==> src/rtl/bnf_pkg.sv <==
// Shared constants and codes for the biquad notch filter core.
package bnf_pkg;

  localparam int unsigned SAMPLE_WIDTH = 16;
  localparam int unsigned COEF_WIDTH   = 24;
  localparam int unsigned COEF_FRAC    = 16;

  // Signed width of the expanded coefficients (a, 2(a-8), -2(a-8), b-a).
  localparam int unsigned CEXT_WIDTH = COEF_WIDTH + 3;
  localparam int unsigned PROD_WIDTH = CEXT_WIDTH + SAMPLE_WIDTH;
  localparam int unsigned ACC_WIDTH  = PROD_WIDTH + 3;
  localparam int unsigned DEN_WIDTH  = COEF_WIDTH + 1;
  localparam int unsigned QCNT_WIDTH = $clog2(SAMPLE_WIDTH);
  localparam int unsigned DATA_BYTES = (SAMPLE_WIDTH + 7) / 8;
  localparam int unsigned TDATA_WIDTH = DATA_BYTES * 8;

  // Register indexes of the configuration port.
  localparam int unsigned CFG_IDX_WIDTH = 1;
  localparam logic [CFG_IDX_WIDTH-1:0] REG_ALPHA = 1'b0;
  localparam logic [CFG_IDX_WIDTH-1:0] REG_BETA  = 1'b1;

  localparam logic [COEF_WIDTH-1:0] ALPHA_RESET = COEF_WIDTH'(4 << COEF_FRAC);
  localparam logic [COEF_WIDTH-1:0] BETA_RESET  = '0;

  // Twice the constant 8.0 in the coefficient format.
  localparam logic signed [CEXT_WIDTH-1:0] SIXTEEN_Q = CEXT_WIDTH'(16 << COEF_FRAC);

endpackage

==> src/rtl/biquad_notch_filter_core.sv <==
// Top level of the biquad notch filter: shared multiply-accumulate and serial divider.
//
// The core filters one signed Q1.15 sample per transfer with a second-order notch,
//   y0 = (a*x0 + 2(a-8)*x1 + a*x2 - 2(a-8)*y1 - (a-b)*y2) / (a+b),
// where a (alpha_coef) and b (beta_coef) are unsigned Q8.16 values written through
// the configuration port (index 0 is alpha, index 1 is beta; reset values 4.0 and 0).
// Configuration must only be written while the core is idle. The quotient is
// truncated toward zero and saturated to the 16-bit range; a zero denominator
// gives zero. One small sequencer drives a single 27x16 signed multiplier for the
// five products (one per cycle, then a drain step for the product register),
// then a check step forms the magnitude and the overflow test, then a restoring
// divider resolves one quotient bit per cycle for all sixteen bits, then a write
// step loads the output register, waiting while an older result is unread there.
// The divider is skipped when the quotient overflows or the denominator is zero.
// s_axis_tready_o is high only while the core is idle, so a new sample is taken
// only after the last one is loaded, in the cycle after the load at the earliest.
// The result sits in an output register, so the next sample may be taken while
// it waits to be read.
// The four history samples are cleared at reset and updated when the result is
// loaded into the output register.
module biquad_notch_filter_core (
  input  logic                                    clk_i,
  input  logic                                    rst_ni,
  // Input stream. tdata: sample_in [15:0].
  input  logic                                    s_axis_tvalid_i,
  output logic                                    s_axis_tready_o,
  input  logic [bnf_pkg::TDATA_WIDTH-1:0]         s_axis_tdata_i,
  // Output stream. tdata: sample_out [15:0].
  output logic                                    m_axis_tvalid_o,
  input  logic                                    m_axis_tready_i,
  output logic [bnf_pkg::TDATA_WIDTH-1:0]         m_axis_tdata_o,
  // Configuration write port.
  input  logic                                    cfg_we_i,
  input  logic [bnf_pkg::CFG_IDX_WIDTH-1:0]       cfg_idx_i,
  input  logic [bnf_pkg::COEF_WIDTH-1:0]          cfg_wdata_i
);

  localparam int unsigned SW = bnf_pkg::SAMPLE_WIDTH;
  localparam int unsigned CW = bnf_pkg::COEF_WIDTH;
  localparam int unsigned EW = bnf_pkg::CEXT_WIDTH;
  localparam int unsigned PW = bnf_pkg::PROD_WIDTH;
  localparam int unsigned AW = bnf_pkg::ACC_WIDTH;
  localparam int unsigned DW = bnf_pkg::DEN_WIDTH;
  localparam int unsigned QW = bnf_pkg::QCNT_WIDTH;

  localparam logic signed [SW-1:0] SMP_MAX = {1'b0, {(SW-1){1'b1}}};
  localparam logic signed [SW-1:0] SMP_MIN = {1'b1, {(SW-1){1'b0}}};
  localparam logic [QW-1:0] QBIT_LAST = QW'(SW - 1);
  localparam logic [2:0] MAC_LAST = 3'd5;

  typedef enum logic [2:0] {
    ST_IDLE,
    ST_MAC,
    ST_CHECK,
    ST_DIV,
    ST_WRITE
  } state_e;

  state_e state_q;

  // Configuration registers.
  logic [CW-1:0] alpha_q, beta_q;

  // History: x1, x2 (inputs) and y1, y2 (outputs).
  logic signed [SW-1:0] x0_q, x1_q, x2_q, y1_q, y2_q;

  // Coefficients latched at the input transfer.
  logic signed [EW-1:0] ca_q, c1_q, nc1_q, cba_q;
  logic [DW-1:0] den_q;

  // Datapath registers.
  logic [2:0]           step_q;
  logic signed [PW-1:0] prod_q;
  logic signed [AW-1:0] acc_q;
  logic [AW-1:0]        rem_q, dsh_q;
  logic [SW-1:0]        quo_q;
  logic [QW-1:0]        qcnt_q;
  logic                 neg_q, sat_q, zero_q;
  logic                 m_valid_q;
  logic [SW-1:0]        m_data_q;

  logic s_hs, out_load;
  logic signed [EW-1:0] coef_sel;
  logic signed [SW-1:0] smp_sel;
  logic signed [PW-1:0] prod_d;
  logic signed [EW-1:0] ca_d, c1_d, cba_d;
  logic [AW-1:0]        mag;
  logic [AW-1:0]        den_ext;
  logic                 div_ge;
  logic [SW-1:0]        quo_neg;
  logic signed [SW-1:0] result;

  assign s_axis_tready_o = (state_q == ST_IDLE);
  assign s_hs            = s_axis_tvalid_i & s_axis_tready_o;
  assign out_load        = (state_q == ST_WRITE) && (!m_valid_q || m_axis_tready_i);
  assign m_axis_tvalid_o = m_valid_q;
  assign m_axis_tdata_o  = bnf_pkg::TDATA_WIDTH'(m_data_q);

  // Expanded coefficients for the next sample.
  assign ca_d  = {3'b000, alpha_q};
  assign c1_d  = {2'b00, alpha_q, 1'b0} - bnf_pkg::SIXTEEN_Q;
  assign cba_d = {3'b000, beta_q} - {3'b000, alpha_q};

  // Operand selection for the shared multiplier.
  always_comb begin
    case (step_q)
      3'd0: begin
        coef_sel = ca_q;
        smp_sel  = x0_q;
      end
      3'd1: begin
        coef_sel = c1_q;
        smp_sel  = x1_q;
      end
      3'd2: begin
        coef_sel = ca_q;
        smp_sel  = x2_q;
      end
      3'd3: begin
        coef_sel = nc1_q;
        smp_sel  = y1_q;
      end
      3'd4: begin
        coef_sel = cba_q;
        smp_sel  = y2_q;
      end
      default: begin
        coef_sel = '0;
        smp_sel  = '0;
      end
    endcase
  end

  assign prod_d = coef_sel * smp_sel;

  // Numerator magnitude and the shifted denominator for the overflow test.
  assign mag     = acc_q[AW-1] ? AW'(-acc_q) : AW'(acc_q);
  assign den_ext = AW'(den_q) << SW;
  assign div_ge  = (rem_q >= dsh_q);

  // Sign and saturation of the quotient.
  assign quo_neg = SW'(-quo_q);
  always_comb begin
    if (zero_q) begin
      result = '0;
    end else if (!neg_q) begin
      result = (sat_q || quo_q[SW-1]) ? SMP_MAX : $signed(quo_q);
    end else if (sat_q || (quo_q > {1'b1, {(SW-1){1'b0}}})) begin
      result = SMP_MIN;
    end else begin
      result = $signed(quo_neg);
    end
  end

  // Configuration registers.
  always_ff @(posedge clk_i or negedge rst_ni) begin
    if (!rst_ni) begin
      alpha_q <= bnf_pkg::ALPHA_RESET;
      beta_q  <= bnf_pkg::BETA_RESET;
    end else if (cfg_we_i) begin
      case (cfg_idx_i)
        bnf_pkg::REG_ALPHA: alpha_q <= cfg_wdata_i;
        bnf_pkg::REG_BETA:  beta_q  <= cfg_wdata_i;
        default: ;
      endcase
    end
  end

  // Payload registers of the datapath.
  always_ff @(posedge clk_i) begin
    if (s_hs) begin
      x0_q  <= $signed(s_axis_tdata_i[SW-1:0]);
      ca_q  <= ca_d;
      c1_q  <= c1_d;
      nc1_q <= -c1_d;
      cba_q <= cba_d;
      den_q <= {1'b0, alpha_q} + {1'b0, beta_q};
    end
    if (state_q == ST_MAC) begin
      prod_q <= prod_d;
    end
  end

  // Sequencer, history and registered outputs.
  always_ff @(posedge clk_i or negedge rst_ni) begin
    if (!rst_ni) begin
      state_q   <= ST_IDLE;
      step_q    <= '0;
      acc_q     <= '0;
      rem_q     <= '0;
      dsh_q     <= '0;
      quo_q     <= '0;
      qcnt_q    <= '0;
      neg_q     <= 1'b0;
      sat_q     <= 1'b0;
      zero_q    <= 1'b0;
      x1_q      <= '0;
      x2_q      <= '0;
      y1_q      <= '0;
      y2_q      <= '0;
      m_valid_q <= 1'b0;
      m_data_q  <= '0;
    end else begin
      if (m_valid_q && m_axis_tready_i && !out_load) begin
        m_valid_q <= 1'b0;
      end
      case (state_q)
        ST_IDLE: begin
          if (s_hs) begin
            step_q  <= '0;
            acc_q   <= '0;
            state_q <= ST_MAC;
          end
        end
        ST_MAC: begin
          // The product of the previous step is added while the next one forms.
          if (step_q != 3'd0) begin
            acc_q <= acc_q + {{3{prod_q[PW-1]}}, prod_q};
          end
          step_q <= step_q + 3'd1;
          if (step_q == MAC_LAST) begin
            state_q <= ST_CHECK;
          end
        end
        ST_CHECK: begin
          neg_q  <= acc_q[AW-1];
          zero_q <= (den_q == '0);
          sat_q  <= (mag >= den_ext);
          rem_q  <= mag;
          dsh_q  <= AW'(den_q) << (SW - 1);
          quo_q  <= '0;
          qcnt_q <= '0;
          if ((den_q == '0) || (mag >= den_ext)) begin
            state_q <= ST_WRITE;
          end else begin
            state_q <= ST_DIV;
          end
        end
        ST_DIV: begin
          if (div_ge) begin
            rem_q <= rem_q - dsh_q;
          end
          quo_q  <= {quo_q[SW-2:0], div_ge};
          dsh_q  <= dsh_q >> 1;
          qcnt_q <= qcnt_q + QW'(1);
          if (qcnt_q == QBIT_LAST) begin
            state_q <= ST_WRITE;
          end
        end
        ST_WRITE: begin
          if (out_load) begin
            m_valid_q <= 1'b1;
            m_data_q  <= result;
            x2_q      <= x1_q;
            x1_q      <= x0_q;
            y2_q      <= y1_q;
            y1_q      <= result;
            state_q   <= ST_IDLE;
          end
        end
        default: state_q <= ST_IDLE;
      endcase
    end
  end

  // An input transfer starts a computation that blocks the next one.
  a_busy_after_accept: assert property (@(posedge clk_i) disable iff (!rst_ni)
    s_hs |=> !s_axis_tready_o)
    else $error("input accepted while a sample is in progress");

  // The restoring divider keeps its remainder below twice the shifted divisor.
  a_div_remainder: assert property (@(posedge clk_i) disable iff (!rst_ni)
    (state_q == ST_DIV) |-> (rem_q < (dsh_q << 1)))
    else $error("divider remainder out of range");

  // A zero denominator yields a zero sample.
  a_zero_den: assert property (@(posedge clk_i) disable iff (!rst_ni)
    (out_load && zero_q) |=> (m_data_q == '0))
    else $error("zero denominator did not give zero");

  // A new result only appears from the write-back step.
  a_valid_source: assert property (@(posedge clk_i) disable iff (!rst_ni)
    $rose(m_valid_q) |-> $past(out_load))
    else $error("output valid raised outside write-back");

endmodule
==> config.mk <==
export PLATFORM = sky130hd
export DESIGN_NAME = biquad_notch_filter_core
export DESIGN_NICKNAME = d
export VERILOG_FILES = /design/src/rtl/bnf_pkg.sv /design/src/rtl/biquad_notch_filter_core.sv
export SDC_FILE = /design/constraint.sdc
export NUM_CORES = 2
export LEC_CHECK = 0
export BUFFER_PORTS_ARGS = -buffer_cell sky130_fd_sc_hd__buf_2
export CELL_PAD_IN_SITES_DETAIL_PLACEMENT = 0
export CELL_PAD_IN_SITES_GLOBAL_PLACEMENT = 1
export CORE_ASPECT_RATIO = 0.5
export CORE_UTILIZATION = 56
export CTS_BUF_LIST = sky130_fd_sc_hd__clkbuf_4 sky130_fd_sc_hd__clkbuf_8
export DETAILED_ROUTE_END_ITERATION = 16
export PLACE_DENSITY_LB_ADDON = 0.1
export RECOVER_POWER = 100
export SLEW_MARGIN = 10
export SYNTH_ARGS = -nofsm -noshare
export SYNTH_HDL_FRONTEND = slang
export SYNTH_SLANG_ARGS = --single-unit
==> constraint.sdc <==
create_clock -name clk_i -period 13.4 [get_ports clk_i]
set_clock_uncertainty 0.1 [all_clocks]
set_input_delay 2.68 -clock clk_i [delete_from_list [all_inputs] [get_ports clk_i]]
set_output_delay 2.68 -clock clk_i [all_outputs]
set_load 0.01 [all_outputs]
After elaboration in Yosys (flattened, before gate mapping)

Cells that the tools add are included.

Flip-flop bits (word level): 468
Output and inout port bits: 18
Logic and storage cells: 105

Add/sub/neg operators: 10
$mul: 1
Magnitude comparators: 3
Equality and inequality tests: 16
Muxes and demuxes: 26
Bitwise operators: 2
Reductions and logical operators: 23

Operators with widths:

| cell                                                                  | number |
|---|---|
| 46-bit case mux with 2 select lines                                   | 3 |
| 46-bit two-way mux                                                    | 4 |
| 27-bit case mux with 4 select lines                                   | 1 |
| 16-bit case mux with 5 select lines                                   | 1 |
| 16-bit two-way mux                                                    | 4 |
| 46-bit adder                                                          | 1 |
| 46-bit by 41-bit >= comparator with 1-bit output                      | 1 |
| 46-bit >= comparator                                                  | 1 |
| 46-bit negator                                                        | 1 |
| 46-bit subtractor                                                     | 1 |
| 27-bit by 16-bit multiplier with 43-bit output                        | 1 |
| 16-bit case mux with 2 select lines                                   | 1 |
| 26-bit negator with 27-bit output                                     | 1 |
| 25-bit by 21-bit subtractor with 26-bit output, second input constant | 1 |
| 24-bit by 24-bit adder with 25-bit output                             | 1 |
| 25-bit logical NOT                                                    | 1 |
| 24-bit by 24-bit subtractor with 25-bit output                        | 1 |
| 3-bit two-way mux                                                     | 6 |
| 16-bit > comparator, second input constant                            | 1 |
| 16-bit negator                                                        | 1 |
| 3-bit case mux with 5 select lines                                    | 1 |
| 3-bit by 2-bit == test with 1-bit output, second input constant       | 4 |
| 2-bit AND reduction                                                   | 5 |
| 3-bit == test, second input constant                                  | 3 |
| other kinds (20)                                                      | 35 |

Longest topological paths before layout

Depth in word-level cells: 8
Mapped depth: 35
Gate-level depth less buffers: 31

Worst setup path after synthesis

OpenSTA, ideal clock, no wires.

Path type: register to register
Start: register step_q[0]
End: register prod_q[40] (data pin)
Setup time: 0.265 ns
Arrival: 7.961 ns
Required time: 13.035 ns
Path slack: 5.074 ns
Stages on the path, launching flop included: 32
Buffers on the path: 4
Cell sequence: dfrtp_1 -> inv_1 -> ha_1 -> clkbuf_1 -> and2_1 -> clkbuf_1 -> buf_1 -> a222oi_1 -> o21ai_1 -> clkbuf_1 -> nand2_1 -> fa_1 -> inv_1 -> fa_1 -> fa_1 -> fa_1 -> fa_1 -> inv_1 -> fa_1 -> inv_1 -> ha_1 -> nand2_1 -> or3_1 -> nor2_1 -> nand4_1 -> o22ai_1 -> o211ai_1 -> a31oi_1 -> nor2_1 -> or3b_2 -> o21ai_0 -> xor2_1

Longest elaborated chain between the ends: 4
Elaborated cells on any way between the ends: 9
Classes of those cells: mul: 1; eq/ne: 4; mux: 2; reduce/logical: 2

Ends and longest elaborated chain:

| element                                                                       | RTL line                        | RTL |
|---|---|---|
| start: declaration                                                            | biquad_notch_filter_core.sv:72  | `logic [2:0] step_q;` |
| start signal: assignment                                                      | biquad_notch_filter_core.sv:220 | `step_q <= step_q + 3'd1;` |
| 3-bit by 2-bit == test with 1-bit output or 3-bit logical NOT (tied branches) | biquad_notch_filter_core.sv:106 | `case (step_q)` |
| 2-bit OR reduction (no line)                                                  | -                               |  |
| 27-bit case mux with 4 select lines                                           | biquad_notch_filter_core.sv:106 |  |
| 27-bit by 16-bit multiplier with 43-bit output *                              | biquad_notch_filter_core.sv:134 | `assign prod_d = coef_sel * smp_sel;` |
| named net prod_d[40]                                                          | biquad_notch_filter_core.sv:85  | `logic signed [PW-1:0] prod_d;` |
| end signal: assignment                                                        | biquad_notch_filter_core.sv:180 | `prod_q <= prod_d;` |
| end: declaration                                                              | biquad_notch_filter_core.sv:73  | `logic signed [PW-1:0] prod_q;` |

Mark *: on every way through the listed nets, which the timed path passes. The rest lies on a longest branch.
A chain may end at the register's enable or synchronous reset.

Final worst setup path

Start: register step_q[0]
End: register prod_q[41] (data pin)

Same word-level chain as after synthesis.

==> impl_metrics.tcl <==
set metrics [dict create \
    outcome "finished, violations left" \
    violations "max-capacitance violations, max-slew violations" \
    async_flop_share 0.627 \
    synth_top_cell_by_area "fa_1" \
    drc 0 \
    met1_usage 0.452 \
    ys_seq_area_frac 0.282 \
    clk_latency_ns 0.73 \
    post-place-ws_ns 4.01 \
    fin_crit_sh 0.815 \
    rsz0062_at_grt "false" \
    cp_max_fo 40 \
    worst_path_max_delay_cell "clkbuf_1" \
    grt_start_max_net_pins 97 \
    synth_cells 4546 \
    path_common_cell "fa_1" \
    synth_fp_nets 5285 \
    fin_cells 5531 \
    worst_pin_slew_ns 5.66 \
    htreeDepth 3 \
    ant_nets 0 \
    cts_buffers 74 \
    core_um2 73400 \
    clkSinkCount 437 \
    multi_input_comb_area_um2 26800 \
    fin_nets 5241 \
    cts_setup_buffers 0 \
    fin_crit_ns 10.92 \
    yosysTopAreaCellShare 0.201 \
    grt_overflow 0 \
    slowest_delay_ns 1.42 \
    mostFrequentLayoutCells "636 x inv_1, 531 x nand2_1, 420 x fa_1" \
    required_ns 13.79 \
    grt.busiest_layer "met2" \
    grt_use_met3 0.0530 \
    setup_tns_ns 0 \
    drv_cap 14 \
    cp.arrival_ns 11.32 \
    finalHoldViolations 0 \
    cts-resized-gates 0 \
    ios 64 \
    drt_iter0_markers 2694 \
    end_kind "flip-flop" \
    worstSetupPathType "reg -> reg" \
    area.growth.synth_to_final_pct 5.95 \
    cts.path.max_buffers 3 \
    min_path_type "reg -> reg" \
    dieArea_um2 75700 \
    hold_buffers 0 \
    dr_total_vias 32400 \
    grt_usage 0.319 \
    start_kind "flip-flop" \
    synth_cell_types 80 \
    avgSynthCellArea_um2 9.18 \
    critical_path_buf_inv_count 6 \
    grt_pass1_vias 33000 \
    wl_per_cell_um 21.2 \
    seq_area_um2 11800 \
    cts_tree "done" \
    start_util 0.569 \
    synth_area_um2 41700 \
    synth-seq-cells 437 \
    synth_flop_cell "dfrtp_1" \
    clock.fmax_ghz 0.0915 \
    post-place-cells 5398 \
    drt_pass1_iterations 9 \
    clockRootBuffer "clkbuf_8" \
    dpl.hpwl_mm 91.7 \
    setup_viol 0 \
    synthTopCellsByArea "fa_1 20%, dfrtp_1 16%, edfxtp_1 12%" \
    cp_top_family "adder cells" \
    fin_ws_ns 2.48 \
    io_buffers 63 \
    via_per_inst 5.87 \
    antenna_found_initial 10 \
    relSlewSlack -2.77 \
    gp_congestion 0.924 \
    diodes 0 \
    drive_gt1_frac 0.0647 \
    die_h_um 195 \
    final_common_cell "inv_1" \
    synth_edf_count 163 \
    use_met2 0.508 \
    finalWirelength_mm 117 \
    num_rows 70 \
    slew_violations 837 \
    fin_util 0.602 \
    die_w_um 388 \
    clkTransAtPathRegs_ns 0.06 \
    fillers 6521 \
    grt_pass1_wl_mm 186 \
    ys_warn_count 0 \
]
cell usage after synthesis (all sizes together), types with 100 or more instances:
library cell,n
a21o,100
a21oi,182
clkbuf,198
dfrtp,273
edfxtp,163
fa,420
ha,273
inv,638
nand2,532
nor2,405
o21ai,240
xnor2,152
per-layer routing:
metal	vias up	part of all wire
li1	15000	-
met1	16200	0.45
met2	950	0.45
met3	211	0.069
met4	10	0.027
met5	-	0.00069
cell families after synthesis:
family                   count (synthesis)  synth area share
buffers and inverters                  855            0.0772
adder cells (fa/ha/maj)                693             0.283
flip-flops                             437             0.282
AO/OA/AOI/OAI                          833             0.130
XOR/XNOR                               219            0.0460
AND/OR/NAND/NOR                       1392             0.152
multiplexers                           117            0.0305
sequential cells by signal, summed over array words and instances, names as in the netlist:
| register | cells |
|---|---|
| acc_q | 46 |
| alpha_q | 24 |
| beta_q | 24 |
| c1_q | 6 |
| ca_q | 23 |
| cba_q | 25 |
| den_q | 24 |
| dsh_q | 40 |
| m_axis_tvalid_o | 1 |
| nc1_q | 26 |
| neg_q | 1 |
| prod_q | 43 |
| qcnt_q | 4 |
| quo_q | 16 |
| rem_q | 46 |
| sat_q | 1 |
| state_q | 3 |
| step_q | 3 |
| x0_q | 16 |
| x1_q | 16 |
| x2_q | 16 |
| y1_q | 16 |
| y2_q | 16 |
| zero_q | 1 |
metrics by stage:
step	area [um2]	hold WS, ns
floorplan	41700	0.353
global placement	42800	0.368
detailed placement	42800	0.369
CTS	44300	0.383
global route	44200	0.403
finish	44200	0.382
worst reg2reg max path, cell delays in order (launching register included):
cell and delay [ns]:
dfrtp_1 0.42, inv_1 0.10, ha_1 0.75, and2_0 0.22, clkbuf_1 1.42, a222oi_1 0.26, o21a_1 0.21, clkbuf_1 0.57
nand2b_1 0.43, fa_1 0.55, fa_1 0.55, fa_1 0.51, inv_1 0.05, fa_1 0.49, fa_1 0.49, inv_1 0.05
fa_1 0.48, inv_1 0.04, ha_1 0.40, nand3_1 0.11, o31ai_1 0.43, a21oi_1 0.23, a41oi_1 0.52, a21oi_1 0.32
o311ai_0 0.53, a41o_1 0.24, a21oi_1 0.08, xnor2_1 0.13
layout make-up:
| cell class | count | area share |
|---|---|---|
| inverters | 638 | 0.0542 |
| clock buffers | 105 | 0.0293 |
| multi-input cells | 3254 | 0.606 |
| clock inverters | 28 | 0.00574 |
| flip-flops and latches | 437 | 0.266 |
| repair buffers | 97 | 0.0112 |
| well taps | 972 | 0.0275 |
path summary, 6_finish.rpt:
check                                             start                 endpoint  slack, ns  cells after the start
worst max-delay path              step_q[0]$_DFFE_PN0P_     prod_q[41]$_DFFE_PP_       2.48                     27
worst min-delay path            alpha_q[23]$_DFFE_PN0P_       ca_q[23]$_DFFE_PP_       0.38                      0
worst max register to register    step_q[0]$_DFFE_PN0P_     prod_q[41]$_DFFE_PP_       2.48                     27
worst min register to register  alpha_q[23]$_DFFE_PN0P_       ca_q[23]$_DFFE_PP_       0.38                      0
max in group asynchronous                        rst_ni  alpha_q[22]$_DFFE_PN0P_       3.25                      3
min in group asynchronous                        rst_ni    qcnt_q[0]$_DFFE_PN0P_       3.90                      1
Power is left out: the tool's default activity adds up to more than one toggle a clock period on the data nets, which glitch-free logic cannot reach.
